[src/hw/rtl/tcw_pkg.sv]
// shared types and constants of the text console writer
package tcw_pkg;

	localparam int KIND_W  = 3;
	localparam int CHAR_W  = 8;
	localparam int COORD_W = 11;
	localparam int POS_W   = 16;
	localparam int RROW_W  = 7;
	localparam int RCOL_W  = 8;
	localparam int CFG_IDX_W  = 2;
	localparam int CFG_DATA_W = 4;

	localparam logic [KIND_W-1:0] KIND_WRITE     = 3'd0;
	localparam logic [KIND_W-1:0] KIND_NEWLINE   = 3'd1;
	localparam logic [KIND_W-1:0] KIND_BACKSPACE = 3'd2;
	localparam logic [KIND_W-1:0] KIND_MOVE      = 3'd3;
	localparam logic [KIND_W-1:0] KIND_CLEAR     = 3'd4;
	localparam logic [KIND_W-1:0] KIND_READ      = 3'd5;

	localparam logic [CFG_IDX_W-1:0] CFG_FG    = 2'd0;
	localparam logic [CFG_IDX_W-1:0] CFG_BG    = 2'd1;
	localparam logic [CFG_IDX_W-1:0] CFG_SHOWN = 2'd2;

	localparam logic [7:0] BLANK_CHAR  = 8'h20;
	localparam logic [7:0] NL_CHAR     = 8'h0A;
	localparam logic [7:0] CLEAR_ATTR  = 8'h0F;
	localparam logic [7:0] SCROLL_ATTR = 8'h00;
	localparam logic [15:0] HIDDEN_POS = 16'hFFFF;

	typedef enum logic [2:0] {
		OP_WRITE,
		OP_NEWLINE,
		OP_BACKSPACE,
		OP_MOVE,
		OP_CLEAR,
		OP_READ,
		OP_NOP
	} op_t;

	typedef enum logic [2:0] {
		ST_IDLE,
		ST_EXEC,
		ST_FILL,
		ST_DIV,
		ST_BSWAIT,
		ST_RDWAIT,
		ST_DONE
	} state_t;

	typedef struct packed {
		op_t               op;
		logic [CHAR_W-1:0] char_code;
		logic [POS_W-1:0]  pos;
		logic              rd_ok;
		logic [RROW_W-1:0] rd_row;
		logic [RCOL_W-1:0] rd_col;
	} cmd_t;

endpackage

[src/hw/rtl/tcw_front.sv]
// front end: accepts words, decodes them and queues commands
module tcw_front #(
	parameter int COLUMNS = 80,
	parameter int ROWS    = 25
) (
	input  logic                                clk,
	input  logic                                arst_n,
	input  logic                                push,
	output logic                                full,
	input  logic [tcw_pkg::KIND_W-1:0]          kind,
	input  logic [tcw_pkg::CHAR_W-1:0]          char_code,
	input  logic signed [tcw_pkg::COORD_W-1:0]  col,
	input  logic signed [tcw_pkg::COORD_W-1:0]  row,
	output logic                                cmd_valid,
	output tcw_pkg::cmd_t                       cmd,
	input  logic                                cmd_pop
);
	localparam logic signed [21:0] COLS_S  = 22'(COLUMNS);
	localparam logic signed [21:0] CELLS_S = 22'(COLUMNS * ROWS);

	tcw_pkg::cmd_t dec;
	tcw_pkg::cmd_t fifo_q [2];
	logic          wr_ptr_q, rd_ptr_q;
	logic [1:0]    count_q;
	logic signed [21:0] pos_s;
	logic          do_push;

	always_comb begin
		dec.char_code = char_code;
		case (kind)
			tcw_pkg::KIND_WRITE:
				dec.op = (char_code == tcw_pkg::NL_CHAR) ? tcw_pkg::OP_NEWLINE : tcw_pkg::OP_WRITE;
			tcw_pkg::KIND_NEWLINE:   dec.op = tcw_pkg::OP_NEWLINE;
			tcw_pkg::KIND_BACKSPACE: dec.op = tcw_pkg::OP_BACKSPACE;
			tcw_pkg::KIND_MOVE:      dec.op = tcw_pkg::OP_MOVE;
			tcw_pkg::KIND_CLEAR:     dec.op = tcw_pkg::OP_CLEAR;
			tcw_pkg::KIND_READ:      dec.op = tcw_pkg::OP_READ;
			default:                 dec.op = tcw_pkg::OP_NOP;
		endcase
		// linear move target, column may spill into neighbor rows
		pos_s = 22'(row) * COLS_S + 22'(col);
		if (pos_s < 0) begin
			dec.pos = '0;
		end else if (pos_s > CELLS_S) begin
			dec.pos = 16'(CELLS_S);
		end else begin
			dec.pos = 16'(pos_s);
		end
		dec.rd_ok = !row[10] && !col[10] && (row[9:0] < 10'(ROWS)) && (col[9:0] < 10'(COLUMNS));
		dec.rd_row = tcw_pkg::RROW_W'(row[9:0]);
		dec.rd_col = tcw_pkg::RCOL_W'(col[9:0]);
	end

	assign full      = (count_q == 2'd2);
	assign do_push   = push && !full;
	assign cmd_valid = (count_q != 2'd0);
	assign cmd       = fifo_q[rd_ptr_q];

	always_ff @(posedge clk) begin
		if (do_push) begin
			fifo_q[wr_ptr_q] <= dec;
		end
	end

	always_ff @(posedge clk or negedge arst_n) begin
		if (!arst_n) begin
			wr_ptr_q <= 1'b0;
			rd_ptr_q <= 1'b0;
			count_q  <= 2'd0;
		end else begin
			if (do_push) begin
				wr_ptr_q <= !wr_ptr_q;
			end
			if (cmd_pop) begin
				rd_ptr_q <= !rd_ptr_q;
			end
			count_q <= count_q + 2'(do_push) - 2'(cmd_pop);
		end
	end
endmodule

[config.mk]
export PLATFORM = sky130hd
export DESIGN_NAME = tcw_front
export DESIGN_NICKNAME = d
export VERILOG_FILES = /design/src/hw/rtl/tcw_pkg.sv /design/src/hw/rtl/tcw_front.sv
export SDC_FILE = /design/constraint.sdc
export NUM_CORES = 1
export LEC_CHECK = 0
export ABC_AREA = 0
export ABC_CLOCK_PERIOD_IN_PS = 3600
export BUFFER_PORTS_ARGS = -buffer_cell sky130_fd_sc_hd__buf_2
export CAP_MARGIN = 20
export CORE_AREA = 2 2 96 98
export DETAILED_ROUTE_END_ITERATION = 12
export DIE_AREA = 0 0 98 100
export GPL_TIMING_DRIVEN = 0
export PLACE_DENSITY = 0.79
export SLEW_MARGIN = 20
export SYNTH_ARGS = -nofsm -noshare
export SYNTH_HDL_FRONTEND = slang
export SYNTH_SLANG_ARGS = --single-unit
[constraint.sdc]
create_clock -name clk -period 3.6 [get_ports clk]
set_input_delay 0.9 -clock clk [delete_from_list [all_inputs] [get_ports clk]]
set_output_delay 0.9 -clock clk [all_outputs]
set_load 0.02 [all_outputs]
=== Yosys cells after proc, flatten, opt, wreduce, memory -nomap -nowiden ===
Memories as Yosys holds them, arrays and structs flattened.
Cells that the tools add are included.

* Register bits after elaboration: 4
* Latch bits: 0
* Bits in writable memories: 86
* Memory bits (read-only): 0
* Input bits: 37
* Output and inout bits: 45
* Word-level logic and storage cells: 36
* Memories kept: 1

{| class="wikitable"
|+ Memories
! name !! words !! width !! rd ports !! clocked after memory_dff !! wr ports !! line !! text
|-
| fifo_q || 2 || 43 || 1 || 0 || 1 || tcw_front.sv:22 || <nowiki>tcw_pkg::cmd_t fifo_q [2];</nowiki>
|}

* Add/sub/neg operators: 3
* Multiply operators: 1
* Divide/modulo/power cells: 0
* Order comparisons: 4
* Equality and inequality tests: 7
* Shift-type cells: 0
* Multiplexer cells: 6
* Bitwise logic cells: 0
* Reduce and logical (&&, ||, !) cells: 11

{| class="wikitable"
|+ Operators with widths
! operator !! number
|-
| 16-bit two-way mux || 2
|-
| 19-bit by 11-bit adder with 20-bit output || 1
|-
| 20-bit by 12-bit > comparator with 1-bit output (second input constant) || 1
|-
| 20-bit by 1-bit less-than comparator with 1-bit output (second input constant) || 1
|-
| 3-bit case mux with 6 select lines || 1
|-
| 11-bit by 4-bit multiplier with 15-bit output (second input constant) || 1
|-
| 10-bit by 5-bit less-than comparator with 1-bit output (second input constant) || 1
|-
| 10-bit by 7-bit less-than comparator with 1-bit output (second input constant) || 1
|-
| 8-bit by 4-bit equality test with 1-bit output (second input constant) || 1
|-
| 3-bit by 2-bit equality test with 1-bit output (second input constant) || 2
|-
| 3-bit equality test (second input constant) || 2
|-
| 1-bit zero test || 5
|-
| 1-bit logical AND || 4
|-
| 3-bit by 1-bit equality test with 1-bit output (second input constant) || 1
|-
| 3-bit zero test || 1
|-
| 1-bit two-way mux || 3
|-
| 2-bit by 1-bit adder with 2-bit output || 1
|-
| 2-bit equality test (second input constant) || 1
|-
| 2-bit nonzero test || 1
|-
| 2-bit by 1-bit subtractor with 2-bit output || 1
|}

=== Longest topological paths before layout ===
Gate-level depths: netlist of the first run.

* Depth in word-level cells: 5
* Depth in mapped cells: 20
* Depth with buffers taken out: 19

=== Worst setup path after synthesis of the first run ===
OpenSTA, ideal clock, no wires.

* Kind: input to register
* Start point: input row[2] in the netlist's numbering
* End point: memory fifo_q[0][17] in the netlist's numbering (data pin)
* Setup time: 0.258 ns
* Data arrival time: 4.545 ns
* Required time: 3.342 ns
* Path slack: -1.203 ns
* Stages: 18
* Path buffers: 1
* Cells stage by stage: ha_1 -> ha_1 -> a21o_1 -> a21oi_1 -> nand2b_1 -> a21boi_0 -> o41a_1 -> a2111o_1 -> o311a_1 -> ha_1 -> o21ai_0 -> a2111o_1 -> and4_1 -> o211ai_1 -> a311o_1 -> nor3_2 -> buf_4 -> and3_1

{| class="wikitable"
|+ RTL lines
! what !! line !! text
|-
| start: declaration || tcw_front.sv:13 || <nowiki>input logic signed [tcw_pkg::COORD_W-1:0] row,</nowiki>
|-
| end: declaration || tcw_front.sv:22 ||
|}

==> impl_results.md, run 1 <==
- Post-synth ARST share: 4.44%
- Largest net degree at the start of global routing: 23
- CP Class: primary input to register
- Worst-margin pin slew: 0.719 ns
- Setup crit start kind: primary input
- Worst vdd ir: 0.295 mV
- DR WL/cell: 17.7 um
- Post-synth top area share: 53.2%
- Initial antenna violation count: 0
- Max-Cap Viols: 0
- Top routing layer in use: met4
- Most common cell in the synthesized netlist: edfxtp_1
- Fin crit share: 122%
- Pwr dens: 686 nW/um2
- Worst clock skew: 0.00997 ns
- Clock Path Buffers: 2
- CTS Sinks: 90
- Post-synthesis sequential area ratio: 55.2%
- Register share of total power: 35.5%
- Via count: 3364
- Ant diodes: 0
- Via density: 5.69
- Arrival time at the worst endpoint: 4.47 ns
- DRT Pass-1 Iters: 4
- Hold WC Path Type: primary input to async pin
- CTS Buf Count: 9
- Logic pwr share: 48.5%
- Failing checks: negative setup slack
- Total gr overflow: 0
- Int Pwr: 2.63 mW
- Area Growth Syn to Fin: 27.8%
- Antenna Nets Post-Route: 0
- First-pass GRT wire length: 16300 um
- RSZ-0062 raised after global routing: true
- Detailed placer's ending HPWL: 7460 um
- GRT Total Usage: 21.2%
- IO Port Bufs: 81
- CTS tree: yes
- DIE WIDTH: 98 um
- Starting DRT DRC Count: 117
- Status: finished with violations
- Leak: 2.43 nW
- H-tree Lvls: 3
- Core box area: 8890 um2
- Pwr Total: 4.26 mW
- Switching portion of total power: 38.3%
- NumNets Final: 551
- Root Buffer: clkbuf_8
- Req. time, crit path: 3.68 ns
- Min cycle time layout: 4.39 ns
- DIE AREA: 9800 um2
- Number of synthesized register bits: 90
- Yosys cell types: 52
- Met3 WL: 373 um
- Most used cell, CP: ha_4
- Final hold vios: 0
- Worst Slack Setup Final: -0.788 ns
- Commonest cells post-synth: 86 x edfxtp_1, 45 x mux2_2, 37 x ha_1, 21 x a21oi_1, 17 x nor2_1
- Final Cell Area: 6210 um2
- Crit path buf inv count: 1
- Non-Filler Instances: 591
- Slowest cell on the critical path: a2111o_1
- Clock Latency Late Sink: 0.34 ns
- Power share of the clock group: 16.0%
- Final setup fails: 22
- Fmax achieved: 228 MHz
- Family with the most delay on the worst path: compound AO/OA/AOI/OAI gates
- Synth area leader: edfxtp_1
- Drc violations: 0
- Crit-path max cell delay: 0.39 ns
- Clock Pin Slew Worst Setup and Hold Paths: 0.09 ns
- Mean Syn Cell Area: 13.6 um2
- Synth warn: 0
- WL met1: 4360 um
- Relative slew slack: 51.9%
- Ports: 82
- Initial cell density of the core: 54.7%
- Crit-path max FO: 4
- Main synth FF type: edfxtp_1
- Vias in the first global route: 3445
- Routed Wire Length: 10500 um
- Met2 WL: 5530 um
- Die Ht: 100 um
- Crit-path cells: buf_8 -> ha_4 -> ha_4 -> a21o_1 -> a21oi_2 -> nand2b_4 -> a21boi_2 -> o41a_1 -> a2111o_1 -> o311a_4 -> ha_4 -> a21o_1 -> a211o_1 -> o311a_4 -> mux2_4 -> nor2_2 -> a21oi_1
- Site Rows: 35
- Max-slew violation count: 0
- Number of flops mapped to enable cells by yosys: 86
- Largest cells by area after synthesis: edfxtp_1 53%, mux2_2 10%, ha_1 9.5%, xnor2_1 2.3%, a21oi_1 2.2%
- Post-synthesis cell count: 358
- Hold buffers post-CTS: 0
- Setup crit end kind: register
- Mapped Area: 4860 um2
- DP Area: 5640 um2
- Psw: 1.63 mW
- Dpl cells: 561
- Gpl congestion: 0.831
- Layout cells sized above 1: 44.8%
[area by class of cell]
type                            count  area, um2
Sequential cell                    90       2680
Fill cell                         585       2680
Multi-Input combinational cell    255       2460
Timing Repair Buffer               97        626
Tap cell                          111        139
Clock buffer                        9        124
Clock inverter                      7       75.1
Buffer                             11       57.6
Inverter                           11       41.3
[worst register-to-register path: stages (launching register included)]
cell and delay [ns]:
dfrtp_1 0.41, nand2b_1 0.12, nand2_1 0.15, nor2_4 0.59, buf_16 0.25
[per-stage QoR]
stage | hold slack [ns] | worst slack (ns) | util [%] | setup TNS [ns]
2_1_floorplan | 0.460 | -0.854 | - | -18.68
3_3_place_gp | 0.475 | -1.52 | 62.7 | -61.69
3_5_place_dp | 0.510 | -1.59 | 63.4 | -33.86
4_1_cts | 0.324 | -0.823 | 68.1 | -17.18
5_1_grt | 0.324 | -0.956 | 69.9 | -19.97
6_report | 0.344 | -0.788 | 69.9 | -17.10
[power groups by stage]
stage | registers [mW] | logic [mW] | clock network (mW)
after floorplan | 1.52 | 1.32 | 0
after global placement | 1.54 | 1.77 | 0
after detailed placement | 1.54 | 1.86 | 0
after CTS | 1.52 | 1.96 | 0.692
after global routing | 1.54 | 2.21 | 0.728
final | 1.51 | 2.07 | 0.681
[cells in the final DEF, fill, tap and decap left out, types with 4 or more instances in the layout]
cell and count:
ha_1 27, dfrtp_1 4, nor3_1 4, a21oi_2 6
nand2_1 10, buf_6 4, clkbuf_1 8, conb_1 10
buf_2 79, ha_4 9, nand3_1 5, a21o_1 8
a21oi_1 16, and3_4 5, mux2_2 43, xor2_1 5
xnor2_1 13, edfxtp_1 86, inv_1 10, clkbuf_8 9
buf_4 11, a31oi_1 4, nor2_1 11
[kinds of logic after synthesis]
group                    after synthesis  synth area share [%]
adder cells (fa/ha/maj)               39                  10.4
XOR/XNOR                              18                  3.24
other                                  1                0.0772
AO/OA/AOI/OAI                         73                  11.0
flip-flops                            90                  55.2
buffers and inverters                 22                  1.88
AND/OR/NAND/NOR                       68                  7.37
multiplexers                          47                  10.8
[registers in the layout, indices dropped and copies added, names as in the netlist]
register  cells
count_q       2
fifo_q       86
rd_ptr_q      1
wr_ptr_q      1
[metal layers]
layer  GRT usage [%]  up-vias
li1                -     1613
met2            39.9       85
met5               0        -
met3            3.27       18
met4            7.69        0
met1            24.4     1648
[timing repair]
item | 4_1_cts | 5_1_grt
setup buffers | 11 | 2
pin swaps | 15 | 4
gates resized for setup | 33 | 27
setup endpoints to repair | 22 | 22
gates cloned | 2 | 0
[final timing paths]
kind,from,to,slack (ns),cells after the start
worst max register to register,count_q[1]$_DFF_PN0_,fifo_q[0][5]$_DFFE_PP_,1.79,4
worst max-delay path,row[4],fifo_q[1][26]$_DFFE_PP_,-0.79,17
worst min-delay path,arst_n,count_q[0]$_DFF_PN0_,0.34,1
min in group clk,count_q[1]$_DFF_PN0_,count_q[1]$_DFF_PN0_,0.52,1
worst min register to register,count_q[1]$_DFF_PN0_,count_q[1]$_DFF_PN0_,0.52,1
max in group asynchronous,arst_n,rd_ptr_q$_DFFE_PN0P_,3.13,1
No activity file was read; power rests on OpenSTA's default activity.
==> run 2: changes to the inputs <==
--- a/config.mk
+++ b/config.mk
@@ -13,8 +13,8 @@
 export DETAILED_ROUTE_END_ITERATION = 12
 export DIE_AREA = 0 0 98 100
 export GPL_TIMING_DRIVEN = 0
-export PLACE_DENSITY = 0.79
-export SLEW_MARGIN = 20
+export PLACE_DENSITY = 0.81
+export SLEW_MARGIN = 25
 export SYNTH_ARGS = -nofsm -noshare
 export SYNTH_HDL_FRONTEND = slang
 export SYNTH_SLANG_ARGS = --single-unit
==> run 2 against run 1 <==
The flow still finishes with violations (negative setup slack); clock skew decreased by 0.0012 ns; count of clock-buffer cells in the layout is the same; worst setup slack worse by 0.15 ns; largest cell class unchanged.
==> impl_results.md, run 2 (synthesized netlist as in run 1, its figures left out) <==
- Status: finished with violations (unchanged)
- Failing checks: negative setup slack (unchanged)
- Req. time, crit path: 3.68 ns (about the same)
- Largest register by flop count: fifo_q (unchanged)
- Ant diodes: 0 (unchanged)
- Final hold vios: 0 (unchanged)
- Max-Cap Viols: 0 (unchanged)
- Hold buffers post-CTS: 0 (unchanged)
- Via density: 5.71 (was 5.69)
- Area used by multi-input combinational logic: 2410 um2 (was 2460 um2)
- Core box area: 8890 um2 (unchanged)
- Site Rows: 35 (unchanged)
- Met1 Usage GRT: 26.4% (was 24.4%)
- Root Buffer: clkbuf_8 (unchanged)
- Initial antenna violation count: 0 (unchanged)
- GRT busiest layer: met2 (unchanged)
- Register area: 2680 um2 (unchanged)
- CP Class: primary input to register (unchanged)
- H-tree Lvls: 3 (unchanged)
- Die Ht: 100 um (unchanged)
- Relative slew slack: 51.7% (was 51.9%)
- CTS Buf Count: 9 (unchanged)
- Arrival time at the worst endpoint: 4.63 ns (was 4.47 ns)
- Leak: 2.46 nW (was 2.43 nW)
- Hold WC Path Type: primary input to async pin (unchanged)
- RSZ-0062 raised after global routing: true (unchanged)
- Met2 usage: 38.3% (was 39.9%)
- Vias in the first global route: 3421 (was 3445)
- Worst vdd ir: 0.281 mV (was 0.295 mV)
- Max reg flops: 86 (unchanged)
- First-pass GRT wire length: 16500 um (was 16300 um)
- Total gr overflow: 0 (unchanged)
- DRT Pass-1 Iters: 4 (unchanged)
- Clock Pin Slew Worst Setup and Hold Paths: 0.09 ns (about the same)
- DR WL/cell: 17.2 um (was 17.7 um)
- CTS tree: yes (unchanged)
- Layout cells sized above 1: 44.7% (was 44.8%)
- Pwr dens: 686 nW/um2 (about the same)
- GRT Total Usage: 21.3% (was 21.2%)
- Via count: 3406 (was 3364)
- Setup crit start kind: primary input (unchanged)
- Ports: 82 (unchanged)
- Max-slew violation count: 0 (unchanged)
- Initial cell density of the core: 54.7% (unchanged)
- Worst clock skew: 0.00872 ns (was 0.00997 ns)
- Largest net degree at the start of global routing: 29 (was 23)
- NumNets Final: 557 (was 551)
- Clock Latency Late Sink: 0.35 ns (was 0.34 ns)
- Crit-path max FO: 5 (was 4)
- FILL cells: 579 (was 585)
- Min cycle time layout: 4.54 ns (was 4.39 ns)
- Final setup fails: 22 (unchanged)
- Area Growth Syn to Fin: 28.4% (was 27.8%)
- Drc violations: 0 (unchanged)
- Met3 Track Usage GR: 4.04% (was 3.27%)
- Hold slack: 0.334 ns (was 0.344 ns)
- IO Port Bufs: 81 (unchanged)
- CTS Sinks: 90 (unchanged)
- Dpl cells: 562 (was 561)
- Most common cell after layout, fill and taps aside: edfxtp_1 (unchanged)
- Setup crit end kind: register (unchanged)
- DIE AREA: 9800 um2 (unchanged)
- Detailed placer's ending HPWL: 7150 um (was 7460 um)
- Fmax achieved: 220 MHz (was 228 MHz)
- Clock Path Buffers: 2 (unchanged)
- Pwr Total: 4.28 mW (was 4.26 mW)
- Biggest regs: fifo_q (86), count_q (2) (unchanged)
- DIE WIDTH: 98 um (unchanged)
- Commonest non-fill, non-tap cells in the layout: 86 x edfxtp_1, 77 x buf_2, 43 x mux2_2 (was 86 x edfxtp_1, 79 x buf_2, 43 x mux2_2)
- Fin crit share: 126% (was 122%)
- Gpl congestion: 0.852 (was 0.831)
- Routed Wire Length: 10300 um (was 10500 um)
- Non-Filler Instances: 597 (was 591)
- Antenna Nets Post-Route: 0 (unchanged)
- Starting DRT DRC Count: 204 (was 117)
- Worst Slack Setup Final: -0.942 ns (was -0.788 ns)
- Worst-margin pin slew: 0.725 ns (was 0.719 ns)
-- run 2: changes by cell type in the layout (fill, tap and decap cells not counted), sizes merged --
cell      change
buf           +5
bufinv        +1
clkbuf        +1
clkinvlp      +1
inv           -2
-- run 2: timing repair --
action | 4_1_cts | 5_1_grt
gates cloned | 1 | 0
hold endpoints to repair | 0 | 0
buffers inserted | 14 | 4
setup endpoints to repair | 22 | 22
pin swaps | 14 | 18
resized for setup | 26 | 25
-- run 2: routing by layer --
metal  vias to the layer above  wire [um]
met5                         -          0
met4                         0         65
met3                         6        479
met2                        88       5410
met1                      1679       4290
li1                       1633          -
-- run 2: cell type report --
| cell class | count | share of cell area [%] |
|---|---|---|
| clock inverters | 7 | 1.62 |
| plain buffers | 11 | 0.903 |
| inverters | 11 | 0.662 |
| clock buffers | 9 | 1.99 |
| flip-flops and latches | 90 | 43.0 |
| repair buffers | 103 | 11.0 |
| multi-input cells | 255 | 38.6 |
| well taps | 111 | 2.23 |
-- run 2: through the flow --
step / area [um2] / TNS, ns / setup slack (ns) / utilization (%)
5_1_grt: 6240 / -23.77 / -1.12 / 70.2
6_report: 6240 / -19.79 / -0.942 / 70.2
3_3_place_gp: 5570 / -57.95 / -1.45 / 62.7
2_1_floorplan: 5030 / -18.68 / -0.854 / -
3_5_place_dp: 5660 / -31.84 / -1.50 / 63.6
4_1_cts: 6090 / -18.15 / -0.863 / 68.5
-- run 2: path summary, 6_finish.rpt --
check / cells after the start / start / endpoint / slack [ns]
worst max-delay path: 19 / row[2] / fifo_q[0][20]$_DFFE_PP_ / -0.94
worst min-delay path: 1 / arst_n / rd_ptr_q$_DFFE_PN0P_ / 0.33
worst max register to register: 7 / count_q[1]$_DFF_PN0_ / count_q[1]$_DFF_PN0_ / 1.99
worst min register to register: 1 / count_q[1]$_DFF_PN0_ / count_q[1]$_DFF_PN0_ / 0.50
max in group asynchronous: 1 / arst_n / wr_ptr_q$_DFFE_PN0P_ / 3.14
min in group clk: 1 / count_q[1]$_DFF_PN0_ / count_q[1]$_DFF_PN0_ / 0.50
-- run 2: critical path, cell delays in order --
cell and delay, ns:
buf_8 0.11, ha_4 0.27, ha_4 0.19, a21o_1 0.16, a21oi_2 0.16, nand2b_4 0.15, a21boi_2 0.06, o41a_1 0.35
a2111o_1 0.43, o311a_4 0.15, ha_4 0.29, o21ai_2 0.06, a21oi_2 0.12, mux2i_1 0.24, o211ai_1 0.12, a311o_1 0.37
nor3_4 0.22, buf_6 0.18, a21oi_1 0.08
-- run 2: report_power, final --
part	internal, mW	total, mW	switching (mW)	leakage (nW)
Sequential	1.45	1.51	0.0639	0.847
Clock	0.397	0.754	0.358	0.111
Combinational	0.844	2.01	1.17	1.50
Total	2.69	4.28	1.59	2.46
